File: src/hdl/cfwr_pkg.sv
// shared types and codes for the circular fifo with rotate
package cfwr_pkg;

  localparam int OPCODE_W = 2;
  localparam int WORD_W   = 32;
  localparam int STATUS_W = 2;
  localparam int COUNT_W  = 5;
  localparam int INDEX_W  = 4;

  typedef enum logic [OPCODE_W-1:0] {
    OP_PUSH   = 2'd0,
    OP_POP    = 2'd1,
    OP_PEEK   = 2'd2,
    OP_ROTATE = 2'd3
  } op_t;

  typedef enum logic [STATUS_W-1:0] {
    ST_OK        = 2'd0,
    ST_OVERFLOW  = 2'd1,
    ST_UNDERFLOW = 2'd2
  } status_t;

  typedef enum logic {
    S_IDLE = 1'b0,
    S_EXEC = 1'b1
  } state_t;

endpackage

File: src/hdl/circular_fifo_with_rotate.sv
// circular fifo with push, pop, peek and rotate on one slot memory
//
//   channel   handshake          fields
//   input     start / busy       in_opcode, in_push_data
//   result    out_valid strobe   out_read_data, out_status, out_fill_count,
//                                out_is_empty, out_is_full, out_head_index,
//                                out_tail_index
//
// a beat is accepted in the idle state, where the accept edge reads the head
// slot; the exec state applies the operation and writes the slot memory back
// the result strobes in the cycle after exec; a new beat may be accepted then
// busy is high during exec, so no new beat is taken before the last one is
// applied; the head slot read is registered ahead of the read-modify-write
// synchronous reset clears head, count, state and strobe; slots stay undefined
// the receiver cannot stall: each result is shown for exactly one cycle
module circular_fifo_with_rotate
  import cfwr_pkg::*;
#(
  parameter int DEPTH      = 16,
  parameter int DATA_WIDTH = 32
) (
  input  logic                clk,
  input  logic                rst_n,
  input  logic                start,
  output logic                busy,
  input  logic [OPCODE_W-1:0] in_opcode,
  input  logic [WORD_W-1:0]   in_push_data,
  output logic                out_valid,
  output logic [WORD_W-1:0]   out_read_data,
  output logic [STATUS_W-1:0] out_status,
  output logic [COUNT_W-1:0]  out_fill_count,
  output logic                out_is_empty,
  output logic                out_is_full,
  output logic [INDEX_W-1:0]  out_head_index,
  output logic [INDEX_W-1:0]  out_tail_index
);

  localparam int AW   = (DEPTH > 1) ? $clog2(DEPTH) : 1;
  localparam int CW   = $clog2(DEPTH + 1);
  localparam int SUMW = AW + 1;
  // only the low port bits of a word can ever be stored
  localparam int SW   = (DATA_WIDTH < WORD_W) ? DATA_WIDTH : WORD_W;

  localparam logic [SUMW-1:0] DEPTH_S = SUMW'(DEPTH);
  localparam logic [CW-1:0]   DEPTH_C = CW'(DEPTH);

  // sum of index and count, known below twice the depth
  function automatic logic [AW-1:0] wrap_idx(input logic [SUMW-1:0] v);
    logic [SUMW-1:0] r;
    r = (v >= DEPTH_S) ? v - DEPTH_S : v;
    return r[AW-1:0];
  endfunction

  logic [SW-1:0] mem [DEPTH];
  logic [SW-1:0] rd_q;

  state_t        state_r, state_nxt;
  op_t           op_r;
  logic [SW-1:0] data_r;
  logic [AW-1:0] head_r, head_nxt;
  logic [CW-1:0] count_r, count_nxt;

  logic          accept;
  logic          exec;
  logic          wr_en;
  logic [AW-1:0] wr_addr;
  logic [SW-1:0] wr_data;
  logic [SW-1:0] rd_val;
  status_t       status_nxt;
  logic [AW-1:0] tail_nxt;
  logic [SUMW-1:0] end_sum;
  logic [SUMW-1:0] tail_sum;

  logic                out_valid_r;
  logic [WORD_W-1:0]   out_read_data_r;
  logic [STATUS_W-1:0] out_status_r;
  logic [COUNT_W-1:0]  out_fill_count_r;
  logic                out_is_empty_r;
  logic                out_is_full_r;
  logic [INDEX_W-1:0]  out_head_index_r;
  logic [INDEX_W-1:0]  out_tail_index_r;

  assign accept = start && !busy;
  assign exec   = (state_r == S_EXEC);

  // next state
  always_comb begin
    state_nxt = state_r;
    unique case (state_r)
      S_IDLE: if (start) state_nxt = S_EXEC;
      S_EXEC: state_nxt = S_IDLE;
      default: state_nxt = S_IDLE;
    endcase
  end

  // state outputs
  always_comb begin
    unique case (state_r)
      S_IDLE:  busy = 1'b0;
      S_EXEC:  busy = 1'b1;
      default: busy = 1'b1;
    endcase
  end

  always_ff @(posedge clk) begin
    if (!rst_n) begin
      state_r <= S_IDLE;
    end else begin
      state_r <= state_nxt;
    end
  end

  always_ff @(posedge clk) begin
    if (accept) begin
      op_r   <= op_t'(in_opcode);
      data_r <= in_push_data[SW-1:0];
    end
  end

  // head slot is read at the accept edge; writes land only at the exec edge,
  // and busy keeps those edges apart, so no forwarding is needed
  always_ff @(posedge clk) begin
    if (accept) begin
      rd_q <= mem[head_r];
    end
    if (wr_en) begin
      mem[wr_addr] <= wr_data;
    end
  end

  // slot just past the tail
  assign end_sum = SUMW'(head_r) + SUMW'(count_r);
  assign wr_addr = wrap_idx(end_sum);

  always_comb begin
    head_nxt   = head_r;
    count_nxt  = count_r;
    status_nxt = ST_OK;
    rd_val     = '0;
    wr_en      = 1'b0;
    wr_data    = data_r;
    if (exec) begin
      if (op_r == OP_PUSH) begin
        if (count_r >= DEPTH_C) begin
          status_nxt = ST_OVERFLOW;
        end else begin
          wr_en     = 1'b1;
          count_nxt = count_r + CW'(1);
        end
      end else if (count_r == '0) begin
        status_nxt = ST_UNDERFLOW;
      end else begin
        case (op_r)
          OP_POP: begin
            rd_val    = rd_q;
            head_nxt  = wrap_idx(SUMW'(head_r) + SUMW'(1));
            count_nxt = count_r - CW'(1);
          end
          OP_PEEK: begin
            rd_val = rd_q;
          end
          default: begin
            // rotate; when full the target is the head slot itself
            if (count_r > CW'(1)) begin
              wr_en    = 1'b1;
              wr_data  = rd_q;
              head_nxt = wrap_idx(SUMW'(head_r) + SUMW'(1));
            end
          end
        endcase
      end
    end
  end

  assign tail_sum = SUMW'(head_nxt) + SUMW'(count_nxt) - SUMW'(1);
  assign tail_nxt = (count_nxt == '0) ? '0 : wrap_idx(tail_sum);

  always_ff @(posedge clk) begin
    if (!rst_n) begin
      head_r      <= '0;
      count_r     <= '0;
      out_valid_r <= 1'b0;
    end else begin
      head_r      <= head_nxt;
      count_r     <= count_nxt;
      out_valid_r <= exec;
    end
  end

  always_ff @(posedge clk) begin
    if (exec) begin
      out_read_data_r  <= WORD_W'(rd_val);
      out_status_r     <= status_nxt;
      out_fill_count_r <= COUNT_W'(count_nxt);
      out_is_empty_r   <= (count_nxt == '0);
      out_is_full_r    <= (count_nxt == DEPTH_C);
      out_head_index_r <= INDEX_W'(head_nxt);
      out_tail_index_r <= INDEX_W'(tail_nxt);
    end
  end

  assign out_valid      = out_valid_r;
  assign out_read_data  = out_read_data_r;
  assign out_status     = out_status_r;
  assign out_fill_count = out_fill_count_r;
  assign out_is_empty   = out_is_empty_r;
  assign out_is_full    = out_is_full_r;
  assign out_head_index = out_head_index_r;
  assign out_tail_index = out_tail_index_r;

  a_accept_execs: assert property (@(posedge clk) disable iff (!rst_n)
    accept |=> exec)
    else $error("accepted beat did not reach exec");

  a_strobe_after_exec: assert property (@(posedge clk) disable iff (!rst_n)
    out_valid |-> $past(exec))
    else $error("result strobe without a preceding exec cycle");

  a_count_bound: assert property (@(posedge clk) disable iff (!rst_n)
    count_r <= DEPTH_C)
    else $error("fill count above depth");

  a_fail_keeps_state: assert property (@(posedge clk) disable iff (!rst_n)
    exec && (status_nxt != ST_OK) |=> $stable(head_r) && $stable(count_r))
    else $error("failed operation changed the queue");

endmodule
File: config.mk
export PLATFORM = sky130hd
export DESIGN_NAME = circular_fifo_with_rotate
export DESIGN_NICKNAME = d
export VERILOG_FILES = /design/src/hdl/cfwr_pkg.sv /design/src/hdl/circular_fifo_with_rotate.sv
export SDC_FILE = /design/constraint.sdc
export NUM_CORES = 1
export LEC_CHECK = 0
export ABC_AREA = 1
export BUFFER_PORTS_ARGS = -buffer_cell sky130_fd_sc_hd__buf_2
export CORE_MARGIN = 4
export CORE_UTILIZATION = 34
export CTS_CLUSTER_SIZE = 20
export DETAILED_ROUTE_END_ITERATION = 8
export SLEW_MARGIN = 15
export SYNTH_ARGS = -nofsm -noshare
export SYNTH_HDL_FRONTEND = slang
export SYNTH_SLANG_ARGS = --single-unit
export TNS_END_PERCENT = 100
File: constraint.sdc
create_clock -name clk -period 5.7 [get_ports clk]
set_input_delay 0.57 -clock clk [delete_from_list [all_inputs] [get_ports clk]]
set_output_delay 0.57 -clock clk [all_outputs]
set_load 0.01 [all_outputs]
After elaboration in Yosys (flattened, before gate mapping)
Memory sizes are Yosys's and may differ from the RTL's. A register that Yosys moved wholly into a read port is not among the register bits.
Index checks and enable logic that the tools add are counted.
{"block": "word_totals", "memories": 1, "ram_bits": 512, "elab_cells": 72, "reg_bits": 94}
{"name": "mem", "depth": 16, "width": 32, "rd": 1, "rd_clocked_by_memory_dff": 1, "wr": 1, "line": "circular_fifo_with_rotate.sv:54", "text": "logic [SW-1:0] mem [DEPTH];"}
{"block": "classes", "bitwise_logic": 2, "n_addsub": 9, "n_reduce_logical": 7, "n_eq_ne": 3, "mux": 32, "n_lt_le_gt_ge": 5}
{"cell": "$mux W32", "count": 5}
{"cell": "$mux W4", "count": 7}
{"cell": "$mux W5", "count": 5}
{"cell": "$ge A5 B5 Y1 const B", "count": 4}
{"cell": "$sub A4 B1 Y4 const B", "count": 3}
{"cell": "$add A4 B5 Y5", "count": 2}
{"cell": "$logic_not A5 Y1", "count": 2}
{"cell": "$mux W1", "count": 10}
{"cell": "$sub A5 B1 Y5 const B", "count": 2}
{"cell": "$pmux W4 S2", "count": 1}
{"cell": "$add A4 B1 Y5 const B", "count": 1}
{"cell": "$add A5 B1 Y5 const B", "count": 1}
{"cell": "$eq A5 B5 Y1 const B", "count": 1}
{"cell": "$gt A5 B1 Y1 const B", "count": 1}
{"cell": "$mux W2", "count": 2}
{"cell": "$pmux W1 S2", "count": 2}
{"cell": "$reduce_or A3 Y1", "count": 1}
{"cell": "$eq A2 B1 Y1 const B", "count": 1}
{"cell": "$eq A2 B2 Y1 const B", "count": 1}
{"cell": "$logic_not A2 Y1", "count": 1}
{"cell": "$not A1 Y1", "count": 2}
{"cell": "$reduce_or A2 Y1", "count": 1}
{"cell": "$logic_and A1 B1 Y1", "count": 1}
{"cell": "$logic_not A1 Y1", "count": 1}

Depth between registers and ports, before layout
Gate-level depths: netlist of the first run.
{"block": "depth", "depth_word": 12, "ltp_mapped": 23, "ltp_nobuf": 23}

Least setup slack after synthesis of the first run
OpenSTA, ideal clock, no wires.
{"block": "synth_timing", "kind": "reg-to-reg", "from": "register state_r, in the netlist exec", "to": "register data_r[0], enable pin", "arrival_ps": 4049, "slack_ps": 1159, "period_less_slack_ps": 4541, "path_buffers": 1, "path_stages_with_launch": 3, "required_time_ps": 5208, "path_cell_list": "dfxtp_1 buf_4 nor2_1"}
{"block": "synth_between", "elab_chain_len": 4}
{"element": "start, declared", "line": "circular_fifo_with_rotate.sv:57", "text": "state_t state_r, state_nxt;"}
{"element": "start signal, assigned", "line": "circular_fifo_with_rotate.sv:109", "text": "state_r <= state_nxt;"}
{"element": "$not A1 Y1"}
{"element": "$pmux W1 S2 *", "line": "circular_fifo_with_rotate.sv:98", "text": "unique case (state_r)"}
{"element": "$logic_not A1 Y1 *", "line": "circular_fifo_with_rotate.sv:83", "text": "assign accept = start && !busy;"}
{"element": "$logic_and A1 B1 Y1 *", "line": "circular_fifo_with_rotate.sv:83"}
{"element": "via accept", "line": "circular_fifo_with_rotate.sv:63", "text": "logic accept;"}
{"element": "end signal, assigned", "line": "circular_fifo_with_rotate.sv:116", "text": "data_r <= in_push_data[SW-1:0];"}
{"element": "end, declared", "line": "circular_fifo_with_rotate.sv:59", "text": "logic [SW-1:0] data_r;"}
Mark *: on every way through the listed nets, which the timed path passes. The rest lies on a longest branch.
A chain may end at the register's enable or synchronous reset.

Worst setup path in the final report of the first run
{"block": "layout_timing", "from": "register state_r, in the netlist exec", "to": "register out_tail_index_r[3], in the netlist out_tail_index[3], data pin"}
{"block": "layout_between", "elab_chain_len": 5, "elab_cells_between_ends": 8, "cone_classes": "3 x add/sub; 1 x order compare; 3 x mux; 1 x reduce/logical"}
{"element": "$mux W4 *", "line": "circular_fifo_with_rotate.sv:142", "text": "if (exec) begin"}
{"element": "via head_nxt[0]", "line": "circular_fifo_with_rotate.sv:60", "text": "logic [AW-1:0] head_r, head_nxt;"}
{"element": "$add A4 B5 Y5 *", "line": "circular_fifo_with_rotate.sv:175", "text": "assign tail_sum = SUMW'(head_nxt) + SUMW'(count_nxt) - SUMW'(1);"}
{"element": "$sub A5 B1 Y5 *", "line": "circular_fifo_with_rotate.sv:175"}
{"element": "$sub A4 B1 Y4 or $ge A5 B5 Y1 (tied branches)", "line": "circular_fifo_with_rotate.sv:50", "text": "r = (v >= DEPTH_S) ? v - DEPTH_S : v;"}
{"element": "$mux W4 *", "line": "circular_fifo_with_rotate.sv:50"}
{"element": "end signal, assigned", "line": "circular_fifo_with_rotate.sv:198", "text": "out_tail_index_r <= INDEX_W'(tail_nxt);"}
{"element": "end, declared", "line": "circular_fifo_with_rotate.sv:81", "text": "logic [INDEX_W-1:0] out_tail_index_r;"}
Marked as above.

==> results.yml, run 1 <==
synth:
  synth-seq-area-share_pct: 75.5
  synth_nets: 1952
  avgSynthCellArea_um2: 13.3
  synth_area_um2: 25200
  ys_warn_count: 0
  synth_cell_type_count: 38
  ys_seq_elements: 638
  syn-instance-count: 1898
floorplanning:
  core_um2: 73300
  initial_core_util_pct: 34.4
  die_area_um2: 78700
  chipWidth_um: 280
  die_h_um: 280
  ios: 88
  rows: 99
worst_setup_path:
  required_ns: 6.08
  worstSetupPathType: "reg -> reg"
  worst_ep_arrival_time_ns: 3.84
  cp-start-kind: "flip-flop"
  worstPathMaxFanout: 28
  end_kind: "flip-flop"
layout:
  nFillCells: 6855
  final_common_cell: "edfxtp_1"
  diodes: 0
  seqCellArea_um2: 19100
  multi_input_area_um2: 5320
  mostFrequentLayoutCells: "627 x edfxtp_1, 364 x nor2_1, 286 x o21ai_0"
  fin_util_pct: 38.9
  drive_above_1_share_pct: 13.6
  area_delta_synth_final_pct: 13.0
  nets: 2019
power:
  p_switching_uw: 2000
  p_sw_share_pct: 21.1
  leakage_uw: 0.00975
  intPower_uw: 7500
  p_comb_share_pct: 4.0
  seqPwrFrac_pct: 55.3
  power_density_nw_per_um2: 333
  ir_drop_v: 0.000225
  power_frac_clock_pct: 40.7
sta:
  worst_slew_pin_slew_ns: 1.20
  drv_slew: 0
  rsz0062_at_grt: "false"
  fmax_ghz: 0.289
  post-route-min-period_ns: 3.47
  max_slew_margin_pct: 19.7
  hold_violations: 0
  fin_skew_ns: 0.0197
  setup_tns_ns: 0
  finalCritPeriodShare_pct: 60.8
  setup_viol_count_final: 0
worst_hold_path:
  hp-class: "in -> reg"
clock_tree:
  clock_sinks: 638
  cts_buffers: 58
  clk_pin_slew_worst_paths_ns: 0.07
  cts_tree: "done"
  cts_hold_buf: 0
  cts_resized: 0
  post_cts_buffers: 0
  cts_max_path_buffers: 3
  cts-htree-levels: 2
  clkLatencyLatePin_ns: 0.62
  ctsRootBufferMaster: "clkbuf_16"
grt:
  antenna_found_initial: 1
  grt_pass1_wl_um: 91300
  grt_pass1_vias: 15200
  grt_max_degree: 211
  grt_remaining_overflow: 0
  grt_usage_pct: 14.8
job:
  cap_viol_max_count: 0
detailed_routing:
  detail_route.vias_per_cell: 5.15
  routed-via-count: 15300
  first_pass_iters: 5
  routed_wl_um: 60100
  drc: 0
  wl_per_cell_um: 20.2
  postRouteAntennaNets: 0
  drtIter0Drc: 1549
placed_design:
  place.gp.congestion: 0.809
  hpwl_um: 32000
  numPortBuffers: 87
run_status:
  status: "complete, no violations"
==> synthesized netlist by cell type <==
library cell	instances	share of area [%]
xnor2_1	3	0.10
a22oi_1	6	0.18
nand2_1	90	1.3
nor2_1	381	5.7
nor3_1	2	0.040
inv_2	8	0.12
clkbuf_1	54	0.80
nand3_2	1	0.040
xor2_1	2	0.069
nand3_4	1	0.069
a41oi_1	1	0.035
nand2_2	10	0.25
a21oi_1	15	0.30
ha_1	15	0.74
nor3_2	2	0.079
inv_6	1	0.035
a22oi_2	1	0.050
buf_6	20	0.89
fa_1	2	0.16
o22ai_1	154	3.8
clkbuf_2	3	0.059
buf_4	12	0.36
buf_12	2	0.16
buf_1	2	0.030
nor2_4	2	0.089
o211ai_1	1	0.030
nand4_1	6	0.15
a21oi_2	2	0.069
inv_1	71	1.1
edfxtp_1	627	75
clkinv_1	1	0.015
nor2_2	5	0.12
dfxtp_1	11	0.87
o21ai_1	55	1.1
nand3_1	16	0.32
o31ai_1	1	0.030
o21ai_0	287	5.7
buf_2	25	0.50
==> path summary, 6_finish.rpt <==
check                                        from  depth (start not counted)  slack [ns]                              end
worst min register to register  rd_q[7]$_DFFE_PP_                          2        0.56   out_read_data[7]$_SDFFCE_PP0P_
worst min-delay path             in_push_data[13]                          1        0.11             data_r[13]$_DFFE_PP_
worst max-delay path              exec$_SDFF_PP0_                         20        2.23  out_tail_index[3]$_SDFFCE_PP0P_
worst max register to register    exec$_SDFF_PP0_                         20        2.23  out_tail_index[3]$_SDFFCE_PP0P_
==> kinds of logic after synthesis <==
| kind of cell | after synthesis | share of synthesized area, % |
|---|---|---|
| AOI/OAI and AO/OA | 523 | 11.3 |
| xor gates and xnor gates | 5 | 0.174 |
| adders and majority gates | 17 | 0.902 |
| buffers and inverters | 199 | 4.02 |
| DFF | 638 | 75.5 |
| and+or+nand+nor | 516 | 8.16 |
==> metrics by stage <==
step | total power, uW | setup WS, ns | std cells | instance area, um^2 | hold WS [ns]
4_1_cts | 9590 | 2.01 | 2971 | 28500 | 0.0837
2_1_floorplan | 5600 | 1.16 | 1898 | 25200 | 0.528
3_3_place_gp | 5730 | 2.23 | 2863 | 26600 | 0.540
5_1_grt | 9810 | 1.88 | 2972 | 28500 | 0.0910
6_report | 9510 | 2.23 | 2972 | 28500 | 0.114
3_5_place_dp | 5740 | 2.05 | 2863 | 26600 | 0.550
==> worst max-delay path, cell delays in order, from the launching register on <==
cell and delay (ns):
dfxtp_2 0.79, inv_1 0.18, nor2_1 0.21, nand2_2 0.10
inv_2 0.09, nand2_2 0.07, a21oi_2 0.13, inv_1 0.07
nand2_1 0.05, nand2_1 0.09, inv_2 0.06, ha_1 0.12
inv_1 0.04, ha_1 0.21, fa_1 0.43, xnor2_1 0.21
inv_1 0.06, nand3_1 0.10, nand2_1 0.06, nand2_1 0.07
a21oi_2 0.05
==> registers in the layout, indices dropped and copies added (netlist names) <==
register / cells
mem: 512
data_r: 32
out_read_data: 32
rd_q: 32
count_r: 5
out_fill_count: 5
head_r: 4
out_head_index: 4
out_tail_index: 4
op_r: 2
out_status: 2
exec: 1
out_is_empty: 1
out_is_full: 1
out_valid: 1
==> area by class of cell <==
type                            instances  share of cell area, %
Sequential cell                       638                   66.8
Clock inverter                         41                   1.32
Clock buffer                           67                   5.28
Timing Repair Buffer                  125                   2.61
Inverter                               81                   1.08
Tap cell                              959                   4.21
Multi-Input combinational cell       1061                   18.7
==> routing by layer <==
| layer | vias up | routed length, um | track usage (%) |
|---|---|---|---|
| met1 | 7678 | 25500 | 19.7 |
| met4 | 0 | 1430 | 4.39 |
| met2 | 452 | 30100 | 25.8 |
| met3 | 103 | 3100 | 1.81 |
| li1 | 7075 | - | - |
| met5 | - | 0 | 0 |
==> power groups by stage <==
| stage | Combinational (uW) | Clock (uW) | Sequential, uW |
|---|---|---|---|
| finish | 376 | 3870 | 5260 |
| floorplan | 231 | 0 | 5370 |
| global route | 419 | 4130 | 5270 |
| CTS | 378 | 3940 | 5260 |
| global placement | 366 | 0 | 5360 |
| detailed placement | 377 | 0 | 5360 |
No activity file was read; power rests on OpenSTA's default activity.
==> inputs of run 2 (changes only) <==
==> constraint.sdc (replaced) <==
create_clock -name clk -period 3.5 [get_ports clk]
set_input_delay 0.35 -clock clk [delete_from_list [all_inputs] [get_ports clk]]
set_output_delay 0.35 -clock clk [all_outputs]
set_load 0.01 [all_outputs]
==> run 2 against run 1 <==
Clock skew about the same. Die area is the same. Final cell count grew 2.2%. First-iteration DRC count shrank 2.5%. Via count up 2.8%. Final area grew 2.9%. Highest routed layer unchanged.
==> results.yml, run 2 (same netlist as run 1, synthesis figures left out) <==
layout:
  multi_input_area_um2: 5310
  mostFrequentLayoutCells: "627 x edfxtp_1, 364 x nor2_1, 287 x o21ai_0"
  drive_above_1_share_pct: 14.3
  nets: 2083
  final_common_cell: "edfxtp_1"
  seqCellArea_um2: 19100
  nFillCells: 6773
  largest_reg_flops: 512
  max_flop_register: "mem"
  area_delta_synth_final_pct: 16.2
  diodes: 0
detailed_routing:
  routed-via-count: 15700
  wl_per_cell_um: 20.3
  drtIter0Drc: 1510
  routed_wl_um: 61600
  postRouteAntennaNets: 0
  first_pass_iters: 5
  drc: 0
  detail_route.vias_per_cell: 5.18
clock_tree:
  clock_sinks: 638
  post_cts_buffers: 0
  cts_tree: "done"
  cts-htree-levels: 3
  clk_pin_slew_worst_paths_ns: 0.06
  ctsRootBufferMaster: "clkbuf_16"
  cts_max_path_buffers: 3
  clkLatencyLatePin_ns: 0.60
  cts_buffers: 67
power:
  ir_drop_v: 0.000338
  power_frac_clock_pct: 42.6
  intPower_uw: 12700
  p_sw_share_pct: 21.0
  p_switching_uw: 3370
  seqPwrFrac_pct: 53.3
  p_comb_share_pct: 4.1
  power_density_nw_per_um2: 547
  leakage_uw: 0.0101
worst_setup_path:
  worstPathMaxFanout: 5
  reg2regPathDepth: 20
  slowest_delay_ns: 0.44
  crit_slowest_cell: "fa_1"
  critical_path.top_delay_family: "adder cells"
  r2r_slack_ns: 0.28
  reg2reg_from: "op_r[0]$_DFFE_PP_"
  critPathCapture: "out_tail_index[3]$_SDFFCE_PP0P_"
  path_depth: 20
  worst_ep_arrival_time_ns: 3.56
  path_cells: "inv_1 -> ha_2 -> inv_1 -> nand2_1 -> nand2_2 -> a21oi_2 -> inv_1 -> nand2_1 -> nand2_1 -> inv_2 -> ha_1 -> inv_1 -> ha_1 -> fa_1 -> xnor2_1 -> inv_1 -> nand3_1 -> nand2_1 -> nand2_1 -> a21oi_2"
  r2r-end: "out_tail_index[3]$_SDFFCE_PP0P_"
  worst-path-buf-inv: 6
  worstSetupPathType: "reg -> reg"
  required_ns: 3.84
  cp-start-kind: "flip-flop"
  crit_start: "op_r[0]$_DFFE_PP_"
  end_kind: "flip-flop"
placed_design:
  hpwl_um: 32100
  preCtsSetupSlack_ns: 0.184
  numPortBuffers: 87
  place.gp.congestion: 0.818
sta:
  setup_tns_ns: 0
  worst_slew_pin_slew_ns: 1.17
  rsz0062_at_grt: "false"
  finalCritPeriodShare_pct: 91.9
  fin_skew_ns: 0.0199
  layout_setup_ws_ns: 0.285
  post-route-min-period_ns: 3.22
  drv_slew: 0
  hold_violations: 0
  max_slew_margin_pct: 21.4
  setup_viol_count_final: 0
  fmax_ghz: 0.311
worst_hold_path:
  hp-class: "in -> reg"
  min_from: "start"
floorplanning:
  core_um2: 73300
  rows: 99
  die_h_um: 280
  initial_core_util_pct: 34.4
  ios: 88
  chipWidth_um: 280
  die_area_um2: 78700
grt:
  antenna_found_initial: 0
  grt_max_degree: 145
  grt_pass1_wl_um: 94100
  grt_usage_pct: 15.5
  grt_pass1_vias: 15600
  grt_remaining_overflow: 0
job:
  cap_viol_max_count: 0
run_status:
  status: "complete, no violations"
## run 2: changes by cell type in the layout (fill, tap and decap cells not counted), sizes merged
| cell | previous run | this run |
|---|---|---|
| buf | 125 | 145 |
| bufinv | 6 | 5 |
| clkbuf | 67 | 82 |
| clkinv | 30 | 24 |
| dlygate4sd3 | 0 | 35 |
| inv | 82 | 84 |
## run 2: stage by stage
step | total power, uW | hold WS [ns] | instances | cell area [um^2] | util (%)
finish | 16100 | 0.0893 | 3037 | 29300 | 40.0
global placement | 9340 | 0.530 | 2884 | 26900 | 36.7
global route | 16600 | 0.0854 | 3037 | 29300 | 40.0
floorplan | 9110 | 0.448 | 1898 | 25200 | -
detailed placement | 9350 | 0.528 | 2884 | 26900 | 36.7
CTS | 16200 | 0.0552 | 3037 | 29300 | 40.0
## run 2: per-layer routing
| metal | vias up | global-route usage, % | part of all wire, % |
|---|---|---|---|
| met1 | 7929 | 21.7 | 45 |
| met2 | 501 | 25.1 | 47 |
| met3 | 98 | 2.65 | 6.1 |
| met5 | - | 0 | 0 |
| met4 | 0 | 4.68 | 2.1 |
| li1 | 7202 | - | - |
## run 2: cell type report
type | instances | area share, %
multi-input combinational | 1061 | 18.1
sequential | 638 | 65.0
clock inverter | 36 | 1.16
clock buffer | 82 | 6.01
timing repair buffer | 180 | 4.59
tap | 959 | 4.09
inverter | 81 | 1.05
## run 2: power groups by stage
stage | Clock, uW | Sequential, uW | Combinational [uW]
2_1_floorplan | 0 | 8740 | 376
3_3_place_gp | 0 | 8720 | 613
3_5_place_dp | 0 | 8720 | 631
4_1_cts | 6990 | 8560 | 664
5_1_grt | 7320 | 8560 | 736
6_report | 6840 | 8560 | 657
## run 2: repair_timing
item,4_1_cts,5_1_grt
hold buffers,35,0
endpoints found under the setup margin,0,1
hold endpoints to repair,35,0
gates resized for setup,0,4
## run 2: tightest hold or removal path, delay by kind of cell
family	cells	cell delay, ns
buf+inv	2	0.22
simple gates	1	0.07
## run 2: worst min path at each step
stage / end / cells past startpoint
2_1_floorplan: out_valid$_SDFF_PN0_ / 2
3_3_place_gp: data_r[1]$_DFFE_PP_ / 1
3_5_place_dp: data_r[15]$_DFFE_PP_ / 1
4_1_cts: exec$_SDFF_PP0_ / 3
5_1_grt: exec$_SDFF_PP0_ / 3
6_report: exec$_SDFF_PP0_ / 3
==> inputs of run 3 (changes only) <==
--- a/config.mk
+++ b/config.mk
@@ -8,7 +8,7 @@
 export ABC_AREA = 1
 export BUFFER_PORTS_ARGS = -buffer_cell sky130_fd_sc_hd__buf_2
 export CORE_MARGIN = 4
-export CORE_UTILIZATION = 34
+export CORE_UTILIZATION = 25
 export CTS_CLUSTER_SIZE = 20
 export DETAILED_ROUTE_END_ITERATION = 8
 export SLEW_MARGIN = 15
==> run 3 against run 2 <==
Core utilization is 10 points lower. Setup slack better by 0.057 ns. Die area is 35% higher. Final area is 1.5% higher. Worst hold slack worse by 0.033 ns. Clock skew is 0.0044 ns higher. Critical path type unchanged. Largest power group unchanged.
==> results.yml, run 3 (same netlist as run 1, synthesis figures left out) <==
worst_setup_path:
  path_cells: "inv_1 -> ha_1 -> buf_4 -> inv_1 -> nand4_1 -> nand2_1 -> nand2_1 -> nand2_2 -> inv_1 -> ha_1 -> inv_1 -> ha_1 -> fa_1 -> xnor2_1 -> inv_1 -> nand3_1 -> nand2_1 -> nand2_1 -> a21oi_2"
  required_ns: 3.83
  crit_top_cell: "inv_1"
  cp-start-kind: "flip-flop"
  end_kind: "flip-flop"
  worstPathMaxFanout: 5
  critical_path.top_delay_family: "adder cells"
  worst_ep_arrival_time_ns: 3.49
  crit_slowest_cell: "fa_1"
  reg2reg_from: "op_r[0]$_DFFE_PP_"
  slowest_delay_ns: 0.43
  r2r-end: "out_tail_index[3]$_SDFFCE_PP0P_"
  worst-path-buf-inv: 6
  worstSetupPathType: "reg -> reg"
  r2r_slack_ns: 0.34
  reg2regPathDepth: 19
floorplanning:
  die_h_um: 326
  chipWidth_um: 326
  die_area_um2: 106000
  rows: 116
  ios: 88
  core_um2: 100000
  initial_core_util_pct: 25.2
layout:
  final_common_cell: "edfxtp_1"
  fin_util_pct: 29.7
  largest_reg_flops: 512
  max_flop_register: "mem"
  drive_above_1_share_pct: 13.9
  mostFrequentLayoutCells: "627 x edfxtp_1, 364 x nor2_1, 287 x o21ai_0"
  area_delta_synth_final_pct: 18.0
  nets: 2077
sta:
  fin_skew_ns: 0.0243
  rsz0062_at_grt: "false"
  layout_setup_ws_ns: 0.342
  fmax_ghz: 0.317
  worst_slew_pin_slew_ns: 1.14
  max_slew_margin_pct: 23.2
  drv_slew: 0
  post-route-min-period_ns: 3.16
  hold_violations: 0
  finalCritPeriodShare_pct: 90.2
  setup_viol_count_final: 0
  setup_tns_ns: 0
detailed_routing:
  routed-via-count: 15300
  wl_per_cell_um: 18.3
  routed_wl_um: 61700
  drc: 0
  first_pass_iters: 7
  postRouteAntennaNets: 0
  detail_route.vias_per_cell: 4.54
  drtIter0Drc: 1280
clock_tree:
  cts_max_path_buffers: 3
  ctsRootBufferMaster: "clkbuf_16"
  clock_sinks: 638
  cts-htree-levels: 3
  clkLatencyLatePin_ns: 0.60
  clk_pin_slew_worst_paths_ns: 0.06
  cts_buffers: 66
  cts_tree: "done"
grt:
  grt_remaining_overflow: 0
  grt_pass1_wl_um: 93400
  grt_usage_pct: 11.3
  grt_pass1_vias: 15000
  antenna_found_initial: 1
  grt_max_degree: 133
job:
  cap_viol_max_count: 0
placed_design:
  preCtsSetupSlack_ns: 0.274
  place.gp.congestion: 0.754
  hpwl_um: 33300
  numPortBuffers: 87
worst_hold_path:
  min_to: "exec$_SDFF_PP0_"
  min_from: "start"
  hold_depth: 3
  hp-class: "in -> reg"
power:
  power_density_nw_per_um2: 541
  leakage_uw: 0.0101
  total_power_uw: 16100
  ir_drop_v: 0.000324
run_status:
  status: "complete, no violations"
[run 3: timing repair]
item                                    in CTS  in global routing
buffers inserted                             0                  0
resized for setup                            0                  1
hold endpoints to repair                    35                  0
hold buffers                                35                  0
endpoints found under the setup margin       0                  1
[run 3: final cells by class]
| type | instances | area, um^2 |
|---|---|---|
| flip-flops and latches | 638 | 19100 |
| fillers | 10100 | 70400 |
| inverters | 81 | 310 |
| clock inverters | 35 | 349 |
| diodes | 1 | 2.50 |
| multi-input cells | 1061 | 5320 |
| well taps | 1298 | 1620 |
| repair buffers | 175 | 1360 |
| clock buffers | 82 | 1760 |
[run 3: through the flow]
| step | instances | hold WS [ns] | instance area, um^2 |
|---|---|---|---|
| 2_1_floorplan | 1898 | 0.448 | 25200 |
| 5_1_grt | 3371 | 0.0624 | 29800 |
| 3_3_place_gp | 3218 | 0.528 | 27300 |
| 6_report | 3371 | 0.0562 | 29800 |
| 3_5_place_dp | 3218 | 0.528 | 27300 |
| 4_1_cts | 3370 | 0.0316 | 29800 |
[run 3: worst reg2reg max path, cell delays in order, from the launching register on]
cell and delay (ns):
edfxtp_1 0.35, inv_1 0.06, ha_1 0.26, buf_4 0.18, inv_1 0.14, nand4_1 0.16, nand2_1 0.11, nand2_1 0.06
nand2_2 0.09, inv_1 0.06, ha_1 0.27, inv_1 0.04, ha_1 0.19, fa_1 0.43, xnor2_1 0.20, inv_1 0.06
nand3_1 0.09, nand2_1 0.06, nand2_1 0.06, a21oi_2 0.05
[run 3: worst max-delay path by stage]
stage                          start                               to  slack (ns)  depth (start not counted)
2_1_floorplan  count_r[1]$_SDFF_PN0_             mem[10][0]$_DFFE_PP_        0.22                         11
3_3_place_gp   count_r[0]$_SDFF_PN0_  out_tail_index[3]$_SDFFCE_PP0P_        0.29                         20
3_5_place_dp   count_r[0]$_SDFF_PN0_  out_tail_index[3]$_SDFFCE_PP0P_        0.27                         20
4_1_cts        count_r[0]$_SDFF_PN0_  out_tail_index[3]$_SDFFCE_PP0P_        0.26                         20
5_1_grt            op_r[0]$_DFFE_PP_  out_tail_index[3]$_SDFFCE_PP0P_        0.06                         21
6_report           op_r[0]$_DFFE_PP_  out_tail_index[3]$_SDFFCE_PP0P_        0.34                         19
[run 3: routing by layer]
layer,up-vias,track usage [%],part of all wire [%]
met5,-,0,0
met4,0,3.48,2.0
met1,7625,14.7,44
met2,383,19.6,50
li1,7209,-,-
met3,83,1.55,4.3
[run 3: power breakdown]
part           internal [uW]  switching, uW
clock network           4040           2870
registers               8530           32.7
logic                    192            468
total                  12800           3370
